<file path="config.mk">
export PLATFORM = sky130hd
export DESIGN_NAME = lsvm_ctrl
export DESIGN_NICKNAME = d
export VERILOG_FILES = /design/src/hdl/lsvm_pkg.sv /design/src/hdl/lsvm_ctrl.sv
export SDC_FILE = /design/constraint.sdc
export NUM_CORES = 1
export LEC_CHECK = 0
export BUFFER_PORTS_ARGS = -buffer_cell sky130_fd_sc_hd__buf_2
export CAP_MARGIN = 5
export CORE_ASPECT_RATIO = 1.75
export CORE_MARGIN = 3
export CORE_UTILIZATION = 60
export DETAILED_ROUTE_END_ITERATION = 16
export HOLD_SLACK_MARGIN = 0.15
export PLACE_DENSITY = 0.84
export RECOVER_POWER = 25
export SYNTH_ARGS = -nofsm -noshare
export SYNTH_HDL_FRONTEND = slang
export SYNTH_SLANG_ARGS = --single-unit
</file>
<file path="constraint.sdc">
create_clock -name aclk -period 6.3 [get_ports aclk]
set_clock_uncertainty 0.15 [all_clocks]
set_input_delay 0.945 -clock aclk [delete_from_list [all_inputs] [get_ports aclk]]
set_output_delay 0.945 -clock aclk [all_outputs]
set_load 0.05 [all_outputs]
</file>
<file path="src/hdl/lsvm_pkg.sv">
package lsvm_pkg;

    // Fixed field widths.
    localparam int FEATURE_BITS  = 16;
    localparam int CFG_DATA_BITS = 16;
    localparam int CFG_ADDR_BITS = 2;

    // Default sizes of the stores.
    localparam int DEF_MAX_FEATURES = 16;
    localparam int DEF_MAX_SAMPLES  = 256;

    // Register indexes.
    localparam logic [CFG_ADDR_BITS-1:0] REG_LEARN_RATE    = 2'd0;
    localparam logic [CFG_ADDR_BITS-1:0] REG_REG_STRENGTH  = 2'd1;
    localparam logic [CFG_ADDR_BITS-1:0] REG_EPOCH_COUNT   = 2'd2;
    localparam logic [CFG_ADDR_BITS-1:0] REG_FEATURE_COUNT = 2'd3;

    // Register reset values.
    localparam logic [15:0] LEARN_RATE_RESET    = 16'd66;
    localparam logic [15:0] REG_STRENGTH_RESET  = 16'd655;
    localparam logic [15:0] EPOCH_COUNT_RESET   = 16'd1000;
    localparam logic [4:0]  FEATURE_COUNT_RESET = 5'd16;

    // Item modes.
    localparam logic [1:0] MODE_LOAD    = 2'd0;
    localparam logic [1:0] MODE_TRAIN   = 2'd1;
    localparam logic [1:0] MODE_PREDICT = 2'd2;
    localparam logic [1:0] MODE_CLEAR   = 2'd3;

    // Datapath operations issued by the controller.
    localparam logic [3:0] OP_NONE      = 4'd0;
    localparam logic [3:0] OP_ITEM      = 4'd1;
    localparam logic [3:0] OP_PRD_MUL   = 4'd2;
    localparam logic [3:0] OP_PRD_ACC   = 4'd3;
    localparam logic [3:0] OP_PRD_EMIT  = 4'd4;
    localparam logic [3:0] OP_TR_INIT   = 4'd5;
    localparam logic [3:0] OP_SMP_START = 4'd6;
    localparam logic [3:0] OP_RD        = 4'd7;
    localparam logic [3:0] OP_DOT_MUL   = 4'd8;
    localparam logic [3:0] OP_DOT_ACC   = 4'd9;
    localparam logic [3:0] OP_MARGIN    = 4'd10;
    localparam logic [3:0] OP_UPD_MUL   = 4'd11;
    localparam logic [3:0] OP_UPD_WR    = 4'd12;
    localparam logic [3:0] OP_BIAS      = 4'd13;
    localparam logic [3:0] OP_TR_EMIT   = 4'd14;

    typedef struct packed {
        logic [1:0]                     mode;
        logic signed [FEATURE_BITS-1:0] feature_value;
        logic                           label_positive;
    } lsvm_in_t;

    typedef struct packed {
        logic               is_train_done;
        logic               class_positive;
        logic signed [31:0] score;
        logic               saturated;
        logic               store_full;
    } lsvm_out_t;

    // Controller to datapath.
    typedef struct packed {
        logic [3:0] op;
    } lsvm_cmd_t;

    // Datapath to controller.
    typedef struct packed {
        logic out_free;
        logic pred_last;
    } lsvm_status_t;

endpackage

</file>
<file path="src/hdl/lsvm_ctrl.sv">
module lsvm_ctrl
    import lsvm_pkg::*;
#(
    parameter int MAX_FEATURES = DEF_MAX_FEATURES,
    parameter int MAX_SAMPLES  = DEF_MAX_SAMPLES,
    localparam int FW = (MAX_FEATURES > 1) ? $clog2(MAX_FEATURES) : 1,
    localparam int NW = $clog2(MAX_FEATURES + 1),
    localparam int SW = (MAX_SAMPLES > 1) ? $clog2(MAX_SAMPLES) : 1,
    localparam int CW = $clog2(MAX_SAMPLES + 1)
) (
    input  logic         aclk,
    input  logic         aresetn,
    input  logic         s_valid,
    output logic         s_ready,
    input  logic [1:0]   s_mode,
    input  lsvm_status_t status,
    input  logic [NW-1:0] nf,
    input  logic [CW-1:0] samples,
    input  logic [15:0]  epoch_count,
    output lsvm_cmd_t    cmd,
    output logic [FW-1:0] k_idx,
    output logic [SW-1:0] s_idx
);

    localparam logic [3:0] ST_IDLE    = 4'd0;
    localparam logic [3:0] ST_PRD_MUL = 4'd1;
    localparam logic [3:0] ST_PRD_ACC = 4'd2;
    localparam logic [3:0] ST_PRD_OUT = 4'd3;
    localparam logic [3:0] ST_TR_INIT = 4'd4;
    localparam logic [3:0] ST_SMP     = 4'd5;
    localparam logic [3:0] ST_DOT_RD  = 4'd6;
    localparam logic [3:0] ST_DOT_MUL = 4'd7;
    localparam logic [3:0] ST_DOT_ACC = 4'd8;
    localparam logic [3:0] ST_MARGIN  = 4'd9;
    localparam logic [3:0] ST_UPD_RD  = 4'd10;
    localparam logic [3:0] ST_UPD_MUL = 4'd11;
    localparam logic [3:0] ST_UPD_WR  = 4'd12;
    localparam logic [3:0] ST_BIAS    = 4'd13;
    localparam logic [3:0] ST_TR_OUT  = 4'd14;

    logic [3:0]    state_reg, state_next;
    logic [FW-1:0] k_reg, k_next;
    logic [SW-1:0] s_reg, s_next;
    logic [15:0]   e_reg, e_next;
    logic          last_k, last_s, last_e;

    assign last_k = (32'(k_reg) + 32'd1) == 32'(nf);
    assign last_s = (32'(s_reg) + 32'd1) == 32'(samples);
    assign last_e = (32'(e_reg) + 32'd1) == 32'(epoch_count);

    // Sequencer over items, epochs, samples and features.
    always_comb begin
        state_next = state_reg;
        k_next     = k_reg;
        s_next     = s_reg;
        e_next     = e_reg;
        cmd.op     = OP_NONE;
        s_ready    = 1'b0;
        unique case (state_reg)
            ST_IDLE: begin
                s_ready = 1'b1;
                if (s_valid) begin
                    cmd.op = OP_ITEM;
                    if (s_mode == MODE_TRAIN) begin
                        state_next = ST_TR_INIT;
                    end else if (s_mode == MODE_PREDICT) begin
                        state_next = ST_PRD_MUL;
                    end
                end
            end
            ST_PRD_MUL: begin
                cmd.op     = OP_PRD_MUL;
                state_next = ST_PRD_ACC;
            end
            ST_PRD_ACC: begin
                cmd.op     = OP_PRD_ACC;
                state_next = status.pred_last ? ST_PRD_OUT : ST_IDLE;
            end
            ST_PRD_OUT: begin
                if (status.out_free) begin
                    cmd.op     = OP_PRD_EMIT;
                    state_next = ST_IDLE;
                end
            end
            ST_TR_INIT: begin
                cmd.op = OP_TR_INIT;
                k_next = '0;
                s_next = '0;
                e_next = '0;
                if (samples == '0 || epoch_count == '0) begin
                    state_next = ST_TR_OUT;
                end else begin
                    state_next = ST_SMP;
                end
            end
            ST_SMP: begin
                cmd.op     = OP_SMP_START;
                k_next     = '0;
                state_next = ST_DOT_RD;
            end
            ST_DOT_RD: begin
                cmd.op     = OP_RD;
                state_next = ST_DOT_MUL;
            end
            ST_DOT_MUL: begin
                cmd.op     = OP_DOT_MUL;
                state_next = ST_DOT_ACC;
            end
            ST_DOT_ACC: begin
                cmd.op = OP_DOT_ACC;
                if (last_k) begin
                    k_next     = '0;
                    state_next = ST_MARGIN;
                end else begin
                    k_next     = k_reg + 1'b1;
                    state_next = ST_DOT_RD;
                end
            end
            ST_MARGIN: begin
                cmd.op     = OP_MARGIN;
                state_next = ST_UPD_RD;
            end
            ST_UPD_RD: begin
                cmd.op     = OP_RD;
                state_next = ST_UPD_MUL;
            end
            ST_UPD_MUL: begin
                cmd.op     = OP_UPD_MUL;
                state_next = ST_UPD_WR;
            end
            ST_UPD_WR: begin
                cmd.op = OP_UPD_WR;
                if (last_k) begin
                    state_next = ST_BIAS;
                end else begin
                    k_next     = k_reg + 1'b1;
                    state_next = ST_UPD_RD;
                end
            end
            ST_BIAS: begin
                cmd.op = OP_BIAS;
                if (last_s) begin
                    s_next = '0;
                    if (last_e) begin
                        state_next = ST_TR_OUT;
                    end else begin
                        e_next     = e_reg + 16'd1;
                        state_next = ST_SMP;
                    end
                end else begin
                    s_next     = s_reg + 1'b1;
                    state_next = ST_SMP;
                end
            end
            ST_TR_OUT: begin
                if (status.out_free) begin
                    cmd.op     = OP_TR_EMIT;
                    state_next = ST_IDLE;
                end
            end
            default: begin
                state_next = ST_IDLE;
            end
        endcase
    end

    always_ff @(posedge aclk) begin
        if (!aresetn) begin
            state_reg <= ST_IDLE;
            k_reg     <= '0;
            s_reg     <= '0;
            e_reg     <= '0;
        end else begin
            state_reg <= state_next;
            k_reg     <= k_next;
            s_reg     <= s_next;
            e_reg     <= e_next;
        end
    end

    assign k_idx = k_reg;
    assign s_idx = s_reg;

    // A result is only written into a free output register.
    a_emit_free: assert property (@(posedge aclk) disable iff (!aresetn)
        (cmd.op == OP_PRD_EMIT || cmd.op == OP_TR_EMIT) |-> status.out_free)
        else $error("result issued while output register is occupied");

    // A train word starts the training sequence on the next cycle.
    a_train_start: assert property (@(posedge aclk) disable iff (!aresetn)
        (s_valid && s_ready && s_mode == MODE_TRAIN) |=> (state_reg == ST_TR_INIT))
        else $error("train word did not start training");

    // Feature reads stay inside the active feature count.
    a_k_range: assert property (@(posedge aclk) disable iff (!aresetn)
        (state_reg == ST_DOT_RD || state_reg == ST_UPD_RD) |-> (32'(k_reg) < 32'(nf)))
        else $error("feature index beyond active count");

    // Sample reads stay inside the loaded samples.
    a_s_range: assert property (@(posedge aclk) disable iff (!aresetn)
        (state_reg == ST_SMP) |-> (32'(s_reg) < 32'(samples)))
        else $error("sample index beyond loaded samples");

endmodule

</file>
==> impl_metrics.py <==
metrics = {
    "floorplanning": {
        "initial_core_util_pct": 63.40,
        "die_h_um": 100.1,
        "die_area_um2": 5984,
        "die_x_um": 59.78,
        "ioPinCount": 54,
        "rows": 33,
        "core_area_um2": 4790,
    },
    "logic_synthesis": {
        "synth-warning-count": 0,
        "ys_seq_area_share_pct": 21.10,
        "async_reset_ff_share_pct": 0,
        "synthesis.instances": 398,
        "syn_nets": 439,
        "syn_area_um2": 3037,
        "syn_avg_cell_area_um2": 7.630,
        "synth-edff-count": 0,
        "synth-seq-cells": 32,
        "synth_flop_cell": "dfxtp_1",
        "ys_types": 65,
    },
    "finish": {
        "final_cells": 482,
        "fillCellCount": 424,
        "area_delta_synth_final_pct": 8.818,
        "multiInputGateArea_um2": 2206,
        "drive_above_1_share_pct": 16.05,
        "largest_reg_flops": 16,
        "seqCellArea_um2": 640.6,
        "final_util_pct": 68.99,
        "mostFrequentLayoutCells": "buf_2 (41), nor2_1 (33), nand2_1 (32), dfxtp_1 (32), nand3_1 (21)",
        "final_common_cell": "buf_2",
        "fin_nets": 470,
        "diodes": 0,
    },
    "sta": {
        "worst_slew_pin_slew_ns": 0.8310,
        "finalHoldViolations": 0,
        "whs_ns": 0.3851,
        "period_share_pct": 53.63,
        "relSlewSlack_pct": 44.53,
        "min_period_ns": 3.378,
        "setup_ws_ns": 2.922,
        "rsz0062_at_grt": "false",
        "setup_viol": 0,
        "tns_ns": 0,
        "drv_slew": 0,
        "max_freq_mhz": 296.0,
    },
    "clock_network": {
        "cts_max_path_buffers": 2,
        "cts_sinks": 32,
        "cts_resized": 0,
        "clkLatencyLatePin_ns": 0.29,
        "path_clk_slew_ns": 0.07,
        "cts_tree": "built",
        "postCtsHoldBufs": 0,
        "ctsHtreeMaxLevel": 2,
        "postCtsSetupRepairBufs": 0,
        "clockRootBuffer": "clkbuf_8",
        "numCtsBuffers": 5,
    },
    "placed_design": {
        "place_worst_setup_slack_ns": 2.757,
        "dp.cells": 474,
        "post-dp-hpwl_mm": 6.163,
        "io_buffers": 53,
        "gp_congestion": 0.8578,
    },
    "global_route": {
        "grt_pass1_vias": 3081,
        "grt_overflow": 0,
        "grt_pass1_wl_mm": 13.22,
        "track_usage_pct": 27.49,
        "antenna_found_initial": 0,
        "grt_max_degree": 27,
    },
    "worst_setup_path": {
        "critical_path_peak_fanout": 13,
        "required_ns": 6.38,
        "crit_arrival_ns": 3.46,
        "cp-end-kind": "flip-flop",
        "startpoint_type": "flip-flop",
        "worstSetupPathType": "reg -> reg",
    },
    "power_and_ir_drop": {
        "leakage_nw": 1.264,
        "powerDensity_nw_per_um2": 207.9,
        "vdd_drop_max_uv": 256.5,
    },
    "run": {
        "timing.max_cap.violations": 0,
    },
    "routing": {
        "drc_errors": 0,
        "drtAntennaViolNets": 0,
        "drt_iter0_drc": 124,
        "vias": 3239,
        "vias_per_cell": 6.720,
        "drt_first_pass_iters": 6,
        "drt-total-wl_mm": 8.018,
        "wire_per_inst_um": 16.63,
    },
    "outcome": {
        "run_status": "finished clean",
    },
    "hold_path": {
        "min_path_type": "reg -> reg",
    },
}
==> power breakdown <==
| group | internal (mW) | total (mW) | switching [mW] |
|---|---|---|---|
| registers | 0.210 | 0.251 | 0.0407 |
| logic | 0.0911 | 0.267 | 0.176 |
| clock network | 0.0888 | 0.169 | 0.0803 |
==> worst max-delay path, cell delays in order, from the launching register on <==
cell	delay (ns)
dfxtp_1	0.43
ha_1	0.36
and3_1	0.31
nand3_1	0.22
xnor2_1	0.20
a2111oi_2	0.35
nand4_1	0.26
or3_4	0.41
a31oi_4	0.41
mux2_2	0.23
==> cell usage after synthesis, drive strengths merged, types with 2 or more instances <==
master | count | area [um^2]
a2111oi | 2 | 42.54
nand3b | 2 | 15.01
xnor2 | 19 | 166.4
nor3 | 10 | 55.05
o22ai | 7 | 43.79
nand4 | 8 | 65.06
a21oi | 16 | 80.08
o31ai | 3 | 22.52
o41ai | 3 | 26.28
or3 | 7 | 58.80
a211oi | 4 | 30.03
a21boi | 2 | 15.02
clkbuf | 16 | 60.06
mux2i | 3 | 30.03
or2 | 2 | 12.51
o2111ai | 2 | 35.04
a221o | 4 | 40.04
o21ai | 21 | 105.1
nor4 | 17 | 112.6
mux2 | 2 | 22.52
and2 | 3 | 18.77
and4 | 3 | 26.28
nor2 | 33 | 123.9
a31oi | 5 | 61.31
o211ai | 6 | 45.04
a311oi | 3 | 26.28
or4 | 5 | 37.54
buf | 14 | 88.84
dfxtp | 32 | 640.6
xor2 | 16 | 140.1
nand2 | 32 | 120.1
nor3b | 2 | 15.01
nor2b | 6 | 37.54
a21o | 2 | 15.01
a221oi | 2 | 17.52
nand3 | 21 | 105.1
ha | 4 | 50.05
nand4bb | 2 | 22.52
and3 | 19 | 118.9
inv | 11 | 41.29
nand2b | 6 | 45.04
nand4b | 2 | 17.52
a22o | 4 | 35.03
a211o | 8 | 70.07
==> worst paths after layout <==
kind	startpoint	to	slack, ns	cells after the start
worst max-delay path	e_reg[0]	e_reg[0]	2.92	9
worst min-delay path	k_idx[1]	k_idx[1]	0.39	1
worst min register to register	k_idx[1]	k_idx[1]	0.39	1
worst max register to register	e_reg[0]	e_reg[0]	2.92	9
==> layout make-up <==
class                   instances  share of cell area, %
well taps                      52                  1.969
inverters                      11                  1.250
multi-input cells             325                  66.76
repair buffers                 54                  7.800
flip-flops and latches         32                  19.39
clock buffers                   7                  2.613
clock inverters                 1                 0.2272
==> cells by family after synthesis <==
kind of cell	count (synthesis)	share of synthesized area, %
flops	32	21.10
xor+xnor	35	10.09
buf+inv	41	6.263
fa+ha+maj	4	1.648
simple gates	180	33.17
compound gates	101	26.00
mux	5	1.731
==> per-stage QoR <==
stage / total power [mW] / instance area (um^2)
floorplan: 0.4537 / 3037
global placement: 0.5145 / 3226
detailed placement: 0.5199 / 3226
CTS: 0.6849 / 3319
global route: 0.7238 / 3304
finish: 0.6871 / 3304
==> routing by layer <==
metal | vias to the layer above | track usage, % | routed length [um]
met5 | - | 0 | 0
met4 | 0 | 11.60 | 244
met3 | 27 | 3.990 | 383
met2 | 130 | 51.25 | 4402
met1 | 1529 | 29.05 | 2987
li1 | 1553 | - | -
Power figures use the tool's default switching activity.
